--- src/design/aum_pkg.sv ---
// Shared types, widths and the inexact 2x2 digit block of the approximate multiplier.
`default_nettype none
package aum_pkg;

  localparam int IN_WIDTH  = 17;
  localparam int OUT_WIDTH = 33;

  // Largest 2-bit digit and the inexact result of its square.
  localparam logic [1:0] DIGIT_MAX    = 2'd3;
  localparam logic [2:0] SQUARE_INEXACT = 3'd7;

  typedef logic signed [IN_WIDTH-1:0]  operand_t;
  typedef logic signed [OUT_WIDTH-1:0] product_t;

  // Exact 2x2 product except that 3*3 gives 7.
  function automatic logic [2:0] block2x2(input logic [1:0] a, input logic [1:0] b);
    logic [2:0] exact;
    exact = 3'(a) * 3'(b);
    if (a == DIGIT_MAX && b == DIGIT_MAX) begin
      return SQUARE_INEXACT;
    end
    return exact;
  endfunction

endpackage
`default_nettype wire

--- src/design/approx_underdesigned_multiplier.sv ---
// Top level of the approximate 2x2-recursive sign-magnitude multiplier.
// An accepted operand beat passes the magnitude, row, group and output registers to the product port.
// Throughput: one operand beat per cycle while product_ready is high; four register stages, each one beat deep.
// A stalled product holds in the output register; upstream stages fill bubbles first.
// Reset (rst, synchronous) clears only the stage valid bits; no data is kept between beats.
`default_nettype none
module approx_underdesigned_multiplier #(
  parameter int OPERAND_BITS = 16
) (
  input  wire logic                clk,
  input  wire logic                rst,
  input  wire logic                operand_valid,
  output logic                     operand_ready,
  input  wire aum_pkg::operand_t   operand_a,
  input  wire aum_pkg::operand_t   operand_b,
  output logic                     product_valid,
  input  wire logic                product_ready,
  output aum_pkg::product_t        product
);
  import aum_pkg::*;

  // Clamp the width to the supported range; an operand port never carries
  // more than IN_WIDTH magnitude bits, so wider settings change nothing.
  localparam int CLAMPED  = (OPERAND_BITS < 2) ? 2 : ((OPERAND_BITS > 32) ? 32 : OPERAND_BITS);
  localparam int MAG_BITS = (CLAMPED > IN_WIDTH) ? IN_WIDTH : CLAMPED;
  // Number of 2-bit digits; zero digits above the magnitude add nothing, so
  // the power-of-two recursion collapses to these digits.
  localparam int DIGITS   = (MAG_BITS + 1) / 2;

  logic                  s1_valid, s1_ready, s1_neg;
  logic [2*DIGITS-1:0]   s1_mag_a, s1_mag_b;
  logic                  s2_valid, s2_ready, s2_neg;
  logic [2*DIGITS+1:0]   s2_rows [DIGITS];

  // Stage 1: sign of the result and masked magnitudes.
  aum_mag #(
    .MAG_BITS (MAG_BITS),
    .DIGITS   (DIGITS)
  ) u_mag (
    .clk       (clk),
    .rst       (rst),
    .in_valid  (operand_valid),
    .in_ready  (operand_ready),
    .operand_a (operand_a),
    .operand_b (operand_b),
    .out_valid (s1_valid),
    .out_ready (s1_ready),
    .mag_a     (s1_mag_a),
    .mag_b     (s1_mag_b),
    .neg       (s1_neg)
  );

  // Stage 2: digit-block rows, one per digit of operand a.
  aum_rows #(
    .DIGITS (DIGITS)
  ) u_rows (
    .clk       (clk),
    .rst       (rst),
    .in_valid  (s1_valid),
    .in_ready  (s1_ready),
    .mag_a     (s1_mag_a),
    .mag_b     (s1_mag_b),
    .in_neg    (s1_neg),
    .out_valid (s2_valid),
    .out_ready (s2_ready),
    .rows      (s2_rows),
    .out_neg   (s2_neg)
  );

  // Stages 3 and 4: accumulate rows in groups, then total and apply the sign.
  aum_sum #(
    .DIGITS (DIGITS)
  ) u_sum (
    .clk       (clk),
    .rst       (rst),
    .in_valid  (s2_valid),
    .in_ready  (s2_ready),
    .rows      (s2_rows),
    .in_neg    (s2_neg),
    .out_valid (product_valid),
    .out_ready (product_ready),
    .product   (product)
  );

endmodule
`default_nettype wire

--- src/design/aum_mag.sv ---
// Stage 1: sign decision and masked, digit-padded magnitudes.
`default_nettype none
module aum_mag #(
  parameter int MAG_BITS = 16,
  parameter int DIGITS   = 8
) (
  input  wire logic                   clk,
  input  wire logic                   rst,
  input  wire logic                   in_valid,
  output logic                        in_ready,
  input  wire aum_pkg::operand_t      operand_a,
  input  wire aum_pkg::operand_t      operand_b,
  output logic                        out_valid,
  input  wire logic                   out_ready,
  output logic [2*DIGITS-1:0]         mag_a,
  output logic [2*DIGITS-1:0]         mag_b,
  output logic                        neg
);
  import aum_pkg::*;

  localparam int PAD = 2 * DIGITS;

  logic [IN_WIDTH-1:0] ua, ub, abs_a, abs_b;
  logic                a_neg, b_neg, a_pos, b_pos;

  assign ua    = operand_a;
  assign ub    = operand_b;
  assign a_neg = ua[IN_WIDTH-1];
  assign b_neg = ub[IN_WIDTH-1];
  assign a_pos = !a_neg && (|ua[IN_WIDTH-2:0]);
  assign b_pos = !b_neg && (|ub[IN_WIDTH-2:0]);
  assign abs_a = a_neg ? (~ua + 1'b1) : ua;
  assign abs_b = b_neg ? (~ub + 1'b1) : ub;

  assign in_ready = !out_valid || out_ready;

  always_ff @(posedge clk) begin
    if (rst) begin
      out_valid <= 1'b0;
    end else if (in_ready) begin
      out_valid <= in_valid;
    end
    if (in_valid && in_ready) begin
      mag_a <= PAD'(abs_a[MAG_BITS-1:0]);
      mag_b <= PAD'(abs_b[MAG_BITS-1:0]);
      neg   <= (a_pos && b_neg) || (a_neg && b_pos);
    end
  end

endmodule
`default_nettype wire

--- src/design/aum_rows.sv ---
// Stage 2: one row per digit of a, each the shifted sum of its 2x2 digit blocks.
`default_nettype none
module aum_rows #(
  parameter int DIGITS = 8
) (
  input  wire logic                  clk,
  input  wire logic                  rst,
  input  wire logic                  in_valid,
  output logic                       in_ready,
  input  wire logic [2*DIGITS-1:0]   mag_a,
  input  wire logic [2*DIGITS-1:0]   mag_b,
  input  wire logic                  in_neg,
  output logic                       out_valid,
  input  wire logic                  out_ready,
  output logic [2*DIGITS+1:0]        rows [DIGITS],
  output logic                       out_neg
);
  import aum_pkg::*;

  localparam int ROW_W = 2 * DIGITS + 2;

  logic [ROW_W-1:0] rows_next [DIGITS];

  always_comb begin
    logic [ROW_W-1:0] acc;
    for (int i = 0; i < DIGITS; i++) begin
      acc = '0;
      for (int j = 0; j < DIGITS; j++) begin
        acc = acc + (ROW_W'(block2x2(mag_a[2*i +: 2], mag_b[2*j +: 2])) << (2 * j));
      end
      rows_next[i] = acc;
    end
  end

  assign in_ready = !out_valid || out_ready;

  always_ff @(posedge clk) begin
    if (rst) begin
      out_valid <= 1'b0;
    end else if (in_ready) begin
      out_valid <= in_valid;
    end
    if (in_valid && in_ready) begin
      rows    <= rows_next;
      out_neg <= in_neg;
    end
  end

endmodule
`default_nettype wire

--- src/design/aum_sum.sv ---
// Stages 3 and 4: group sums of shifted rows, then total, sign and output register.
`default_nettype none
module aum_sum #(
  parameter int DIGITS = 8
) (
  input  wire logic                  clk,
  input  wire logic                  rst,
  input  wire logic                  in_valid,
  output logic                       in_ready,
  input  wire logic [2*DIGITS+1:0]   rows [DIGITS],
  input  wire logic                  in_neg,
  output logic                       out_valid,
  input  wire logic                  out_ready,
  output aum_pkg::product_t          product
);
  import aum_pkg::*;

  localparam int GROUP = 3;
  localparam int NGRP  = (DIGITS + GROUP - 1) / GROUP;

  logic [OUT_WIDTH-1:0] grp_next [NGRP];
  logic [OUT_WIDTH-1:0] grp      [NGRP];
  logic                 grp_valid, grp_neg, grp_ready;
  logic [OUT_WIDTH-1:0] total;

  always_comb begin
    for (int g = 0; g < NGRP; g++) begin
      grp_next[g] = '0;
      for (int k = 0; k < GROUP; k++) begin
        if (GROUP * g + k < DIGITS) begin
          grp_next[g] = grp_next[g]
                      + (OUT_WIDTH'(rows[GROUP*g+k]) << (2 * (GROUP * g + k)));
        end
      end
    end
  end

  always_comb begin
    total = '0;
    for (int g = 0; g < NGRP; g++) begin
      total = total + grp[g];
    end
  end

  assign grp_ready = !out_valid || out_ready;
  assign in_ready  = !grp_valid || grp_ready;

  always_ff @(posedge clk) begin
    if (rst) begin
      grp_valid <= 1'b0;
      out_valid <= 1'b0;
    end else begin
      if (in_ready) begin
        grp_valid <= in_valid;
      end
      if (grp_ready) begin
        out_valid <= grp_valid;
      end
    end
    if (in_valid && in_ready) begin
      grp     <= grp_next;
      grp_neg <= in_neg;
    end
    if (grp_valid && grp_ready) begin
      product <= grp_neg ? product_t'(~total + 1'b1) : product_t'(total);
    end
  end

endmodule
`default_nettype wire

--- config.mk ---
export PLATFORM = sky130hd
export DESIGN_NAME = approx_underdesigned_multiplier
export DESIGN_NICKNAME = d
export VERILOG_FILES = /design/src/design/aum_pkg.sv /design/src/design/approx_underdesigned_multiplier.sv /design/src/design/aum_mag.sv /design/src/design/aum_rows.sv /design/src/design/aum_sum.sv
export SDC_FILE = /design/constraint.sdc
export NUM_CORES = 1
export LEC_CHECK = 0
export ABC_CLOCK_PERIOD_IN_PS = 11000
export BUFFER_PORTS_ARGS = -buffer_cell sky130_fd_sc_hd__buf_2
export CORE_AREA = 4 4 242 244
export DETAILED_ROUTE_END_ITERATION = 12
export DIE_AREA = 0 0 246 248
export GPL_TIMING_DRIVEN = 0
export PLACE_DENSITY = 0.62
export SLEW_MARGIN = 0
export SYNTH_ARGS = -nofsm -noshare
export SYNTH_HDL_FRONTEND = slang
export SYNTH_HIERARCHICAL = 1
export SYNTH_SLANG_ARGS = --single-unit
--- constraint.sdc ---
create_clock -name clk -period 11 [get_ports clk]
set_clock_uncertainty 0.1 [all_clocks]
set_input_delay 0.55 -clock clk [delete_from_list [all_inputs] [get_ports clk]]
set_output_delay 0.55 -clock clk [all_outputs]
set_load 0.02 [all_outputs]
==> results of run 1 <==
[placed cells by master (no fill, tap or decap), types with 36 or more instances in the layout]
| cell type | n |
|---|---|
| nand2_1 | 176 |
| edfxtp_1 | 279 |
| xor2_1 | 48 |
| nand3_1 | 51 |
| inv_1 | 64 |
| o21ai_0 | 90 |
| a21oi_1 | 210 |
| nor2_1 | 175 |
| xnor2_1 | 168 |
| and2_1 | 202 |
| clkbuf_1 | 56 |
| a31oi_1 | 39 |
| ha_1 | 237 |
| nor3_1 | 47 |
| clkbuf_16 | 36 |
| buf_2 | 87 |
[critical path, cell delays in order, from the launching register on]
cell	delay, ns
edfxtp_1	0.37
ha_1	0.23
fa_1	0.41
a21o_1	0.18
a21oi_1	0.21
o21bai_1	0.12
a211oi_1	0.27
nor2_1	0.10
nand2_1	0.10
a31oi_1	0.19
xor2_1	0.24
ha_1	0.27
or3_1	0.36
o31ai_1	0.42
o211ai_1	0.19
o21ai_0	0.22
a21oi_1	0.12
xor2_1	0.19
[final cells by class]
type                    count  area share
flip-flops and latches    283      0.3337
multi-input cells        1904      0.5439
inverters                  64    0.009479
plain buffers              92     0.01535
diodes                      3   0.0002962
clock buffers              39     0.03599
clock inverters            23    0.007109
repair buffers             73     0.01679
well taps                 756     0.03732
[cells by family after synthesis]
family,count (synthesis),synth area share
xor gates and xnor gates,216,0.08275
AOI/OAI and AO/OA,611,0.1791
DFF,283,0.3700
buffers and inverters,156,0.02753
muxes,5,0.002299
adders and majority gates,267,0.1560
and+or+nand+nor,805,0.1824
[where the power goes]
part	internal, mW	switching (mW)	total (mW)	leakage [nW]
registers	1.34	0.0663	1.41	2.74
clock network	0.646	0.461	1.11	0.537
logic	0.590	0.914	1.50	6.88
total	2.58	1.44	4.02	10.2
[worst paths after layout]
path / start / cells after the start / slack (ns) / end
setup / recovery: u_rows/rows[54] / 17 / 6.44 / u_sum/grp[60]
setup reg to reg: u_rows/rows[54] / 17 / 6.44 / u_sum/grp[60]
hold reg to reg: u_rows/rows[126] / 0 / 0.32 / u_sum/grp[66]
hold / removal: rst / 2 / 0.11 / u_rows/out_valid
[state kept, by name, summed over array words and instances (netlist names)]
signal,flops
u_mag/mag_a,16
u_rows/out_neg,1
u_mag/neg,1
u_sum/grp_valid,1
u_sum/out_valid,1
u_sum/grp,67
u_mag/mag_b,16
u_mag/out_valid,1
u_sum/grp_neg,1
u_sum/product,33
u_rows/rows,144
u_rows/out_valid,1
[metrics by stage]
stage,util,worst slack (ns)
global route,0.4502,6.035
CTS,0.4502,6.475
global placement,0.4292,4.675
detailed placement,0.4308,6.455
finish,0.4503,6.442
floorplan,-,6.258
[Yosys cell counts, types with 10 or more instances]
| master | number |
|---|---|
| a211oi_1 | 12 |
| a21o_1 | 33 |
| a21oi_1 | 210 |
| a31o_2 | 14 |
| a31oi_1 | 39 |
| a41o_1 | 33 |
| a41oi_1 | 16 |
| and2_1 | 205 |
| and3_1 | 16 |
| buf_1 | 12 |
| buf_2 | 17 |
| clkbuf_1 | 53 |
| edfxtp_1 | 279 |
| fa_1 | 30 |
| ha_1 | 237 |
| inv_1 | 64 |
| nand2_1 | 176 |
| nand2b_1 | 26 |
| nand3_1 | 51 |
| nand4_1 | 12 |
| nor2_1 | 175 |
| nor2b_1 | 28 |
| nor3_1 | 47 |
| nor3b_1 | 11 |
| o211ai_1 | 10 |
| o21a_1 | 12 |
| o21ai_0 | 90 |
| o21ai_1 | 11 |
| o21bai_1 | 22 |
| o31ai_1 | 17 |
| or3_1 | 13 |
| xnor2_1 | 168 |
| xor2_1 | 48 |
[metal layers]
layer  vias to the layer above  global-route usage  wire length (µm)
li1                       8859                   -                 -
met1                      8679              0.2835             28520
met2                       635              0.3401             28610
met3                       123             0.02863              4579
met4                         0             0.09277              2873
met5                         -                   0                 0
==> metrics.txt, run 1 <==
Worst Setup Start Kind=register; setup TNS=0 ns; Synth Cell Area=0.02286 mm²; Hold WC Path Type=input pin to register; outcome=finished, final reports clean; endpoints failing hold=0; Cell Count, Final, Fillers Out=3,237; DR vias/cell=around 5.7; CP Max Fanout=5; Initial Util=0.4062; Setup Crit Path Kind=register to register; clock-pin slew on the worst setup and hold paths=0.06 ns; Die W=between 200 and 250 µm; post-placement cell count=around 3.2k; hold buffer count at cts=0; RSZ-0062 raised after global routing=false; Post-CTS Setup Bufs=0; antenna viol nets, final=0; clk root buf=clkbuf_16; final setup fails=0; DRC Markers=0; Reg area=~0.0085 mm²; maximum root-to-sink buffer count=3; clock buffer count from CTS=36; worst-margin pin slew=between 1 and 1.5 ns; core area=about 0.056 mm²; Synth Flop Type=edfxtp_1; total number of vias=18.30k; sequential share of the synthesized area=0.3700; Pwr Total=roughly 4 mW; overall routing resource usage=0.2104; DP HPWL=49,710 µm; Peak VDD IR=roughly 0.098 mV; PwrDens=~160 mW/mm²; top cells by area, synth=edfxtp_1 37%, ha_1 13%, xnor2_1 6.4%; post-synthesis register bit count=283; CTS resizes=0; max-slew violations=0; Ys Warns=6; Wirelength per Cell=around 20 µm; port bufs=70; Syn-to-layout area delta=10.86%; Mapped Nets=roughly 2.6k; # IOs=between 70 and 80; fmax=0.2194 GHz; multi-input logic area=between 0.01 and 0.015 mm²; Clk Latency, worst-skew pair=about 0.55 ns; Final Cell Area=approximately 0.025 mm²; Critical Path End Type=register; grt total ovfl=0; relative max-transition margin=0.2985; post-synth top area share=0.3665; area leader, netlist=edfxtp_1; leakage=10.15 nW; Max-Cap Viols=0; WHS=between 0.1 and 0.15 ns; synthesized area per cell=~9.8 µm²; Initial DRT Pass Iterations=5; Die H=248 µm; Fill cells=approximately 5.3k; # H-tree levels=2; clock sink count=283; ys async rst share=0; number of global-route vias before repair=17.81k; area of placed instances=~0.024 mm²; CTS tree=yes; number of synthesized flops with an enable pin=about 280; DIE AREA=0.06101 mm²; initial antenna violation count=1; Netlist cell types=just under 90; Placer Congestion=between 0.9 and 1; data required time of the worst path=~11 ns; final wirelength=approximately 65,000 µm; layout cells sized above 1=0.08636; Period minus WS final=4.558 ns; first-pass GRT wire length=99,420 µm; arrival time worst endpoint=~4.7 ns; DRT iter0 DRCs=1,434; cells after synthesis=~2.3k; Final period util=0.4144; largest net degree at the start of global routing=55; nets@finish=around 2.8k; Cell Rows=87
(Power assumes the default switching activity.)
==> run 2, diff against run 1 <==
- ABC_CLOCK_PERIOD_IN_PS: 11000 -> 4200
- clock period: 11 -> 4.2 ns (I/O delays scaled with it)
==> metrics.txt, run 2 (synthesized netlist as in run 1, its figures left out) <==
initial antenna violation count=2 (+1); WHS Endpoint=u_mag/mag_a[6]; final wirelength=64,800 µm (+0.34%); area of placed instances=0.02424 mm² (unchanged); most common cell after layout, fill and taps aside=edfxtp_1; Largest regs=u_rows/rows (144), u_sum/grp (67), u_sum/product (33); hold path cells=3 (+1); clk root buf=clkbuf_16; nets@finish=2,820 (+2.2%); # H-tree levels=2 (unchanged); endpoints failing hold=0 (unchanged); number of global-route vias before repair=18.20k (+2.2%); RR Startpoint=u_rows/rows[75]; Worst Setup Start Kind=register; Max-Cap Viols=0 (unchanged); arrival time worst endpoint=4.36 ns (-0.38 ns); Period minus WS final=4.176 ns (-0.3817 ns); Hold WC Path Type=input pin to register; Initial Util=0.4062 (unchanged); Die W=246 µm (unchanged); clock-pin slew on the worst setup and hold paths=0.05 ns (about the same); post-placement cell count=3,172 (unchanged); fmax=0.2394 GHz (+9.1%); Critical Path End Type=register; max-slew violations=0 (unchanged); reg2reg setup slack=0.02 ns (-6.42 ns); RSZ-0062 raised after global routing=true; Most flops, register=u_rows/rows; clock buffer count from CTS=36 (unchanged); Cell Count, Final, Fillers Out=3,298 (+1.9%); final setup fails=0 (unchanged); DRC Markers=0 (unchanged); most frequent cells in the layout=279 x edfxtp_1, 230 x ha_1, 202 x and2_1, 201 x a21oi_1, 175 x nand2_1; first-pass GRT wire length=100,800 µm (+1.4%); antenna viol nets, final=0 (unchanged); CP Max Fanout=4 (-1); relative max-transition margin=0.3740 (+0.07550); Wirelength per Cell=19.65 µm (-1.5%); # IOs=73 (unchanged); Die H=248 µm (unchanged); setup TNS=0 ns (unchanged); DRT iter0 DRCs=1,273 (-11%); layout cells sized above 1=0.1169 (+0.03052); grt total ovfl=0 (unchanged); Initial DRT Pass Iterations=5 (unchanged); data required time of the worst path=4.38 ns (-6.80 ns); worst-margin pin slew=0.9390 ns (-0.1132 ns); FF-to-FF End=u_sum/grp[58]; Placer Congestion=0.9375 (+0.72%); maximum root-to-sink buffer count=3 (unchanged); Setup Crit Path Kind=register to register; leakage=10.56 nW (+4.1%); port bufs=70 (unchanged); DP HPWL=49,980 µm (+0.55%); Peak VDD IR=0.2548 mV (+160%); Final Cell Area=0.02637 mm² (+4.1%); overall routing resource usage=0.2118 (+0.001303); DR vias/cell=5.619 (-0.58%); clock sink count=283 (unchanged); Clk Latency, worst-skew pair=0.55 ns (about the same); reg2reg path depth=17 (unchanged); PwrDens=410.3 mW/mm² (+160%); CTS tree=yes; core area=0.05628 mm² (unchanged); max reg flops=144 (unchanged); Final period util=0.9944 (+0.5800); Syn-to-layout area delta=15.37%; min-delay src=operand_a[16]; outcome=finished, final reports clean; Cell Rows=87 (unchanged); total number of vias=18.53k (+1.3%); DIE AREA=0.06101 mm² (unchanged); largest net degree at the start of global routing=54 (-1.8%)
## run 2: per-stage QoR
step | total power, mW | hold WS (ns) | util | setup WS [ns]
finish | 10.82 | 0.07537 | 0.4686 | 0.02352
global route | 11.46 | 0.1048 | 0.4686 | -0.1277
CTS | 10.72 | 0.03932 | 0.4624 | 0.003685
detailed placement | 7.611 | 0.3045 | 0.4308 | -0.5268
global placement | 7.533 | 0.3072 | 0.4293 | -0.4943
floorplan | 6.521 | 0.1791 | - | 0.2499
## run 2: layout make-up
type                       instances  area [µm²]
clock inverter                    23       181.4
multi-input combinational       1904       14240
fill                            5275       29900
antenna                            1       2.502
sequential                       283        8458
timing repair buffer             137        1006
inverter                          64       240.2
clock buffer                      41       919.6
buffer                            89       381.6
tap                              756       945.9
## run 2: metal layers
metal,GRT usage,wire length (µm),vias to the layer above
met5,0,0,-
met4,0.09595,2923,0
met3,0.02669,3997,123
met2,0.3450,29050,607
met1,0.2832,28840,8806
li1,-,-,8996
## run 2: repair_timing
item	4_1_cts	5_1_grt
setup buffers	14	11
endpoints found under the hold margin	36	0
gates resized for setup	37	59
setup endpoints to repair	10	18
hold buffers	40	0
pin swaps	22	44
## run 2: critical path: stages, from the launching register on
cell and delay, ns:
edfxtp_1 0.43, ha_1 0.30, a21o_1 0.18, a21oi_2 0.20, nor2b_1 0.07, o21a_1 0.23, o211ai_1 0.26, nand2_1 0.10
or2_4 0.29, a21oi_4 0.20, xnor2_4 0.12, ha_4 0.19, or3_4 0.34, o31ai_4 0.23, o211ai_1 0.17, o21ai_2 0.19
nor2b_4 0.19, xnor2_2 0.10
## run 2: worst max path at each step
| stage | startpoint | to | slack, ns | cells past startpoint |
|---|---|---|---|---|
| final | u_rows/rows[75] | u_sum/grp[58] | 0.02 | 17 |
| after global routing | u_rows/rows[75] | u_sum/grp[58] | -0.13 | 17 |
| after CTS | u_rows/rows[75] | u_sum/grp[59] | 0.004 | 17 |
| after detailed placement | u_rows/rows[75] | u_sum/grp[58] | -0.53 | 17 |
| after global placement | u_rows/rows[75] | u_sum/grp[58] | -0.49 | 17 |
| after floorplan | u_rows/rows[55] | u_sum/grp[60] | 0.25 | 17 |
## run 2: report_power, final
| group | internal (mW) | leakage, nW | total (mW) | switching (mW) |
|---|---|---|---|---|
| Sequential | 3.51 | 2.74 | 3.68 | 0.172 |
| Clock | 1.70 | 0.539 | 2.89 | 1.19 |
| Combinational | 1.72 | 7.29 | 4.24 | 2.53 |
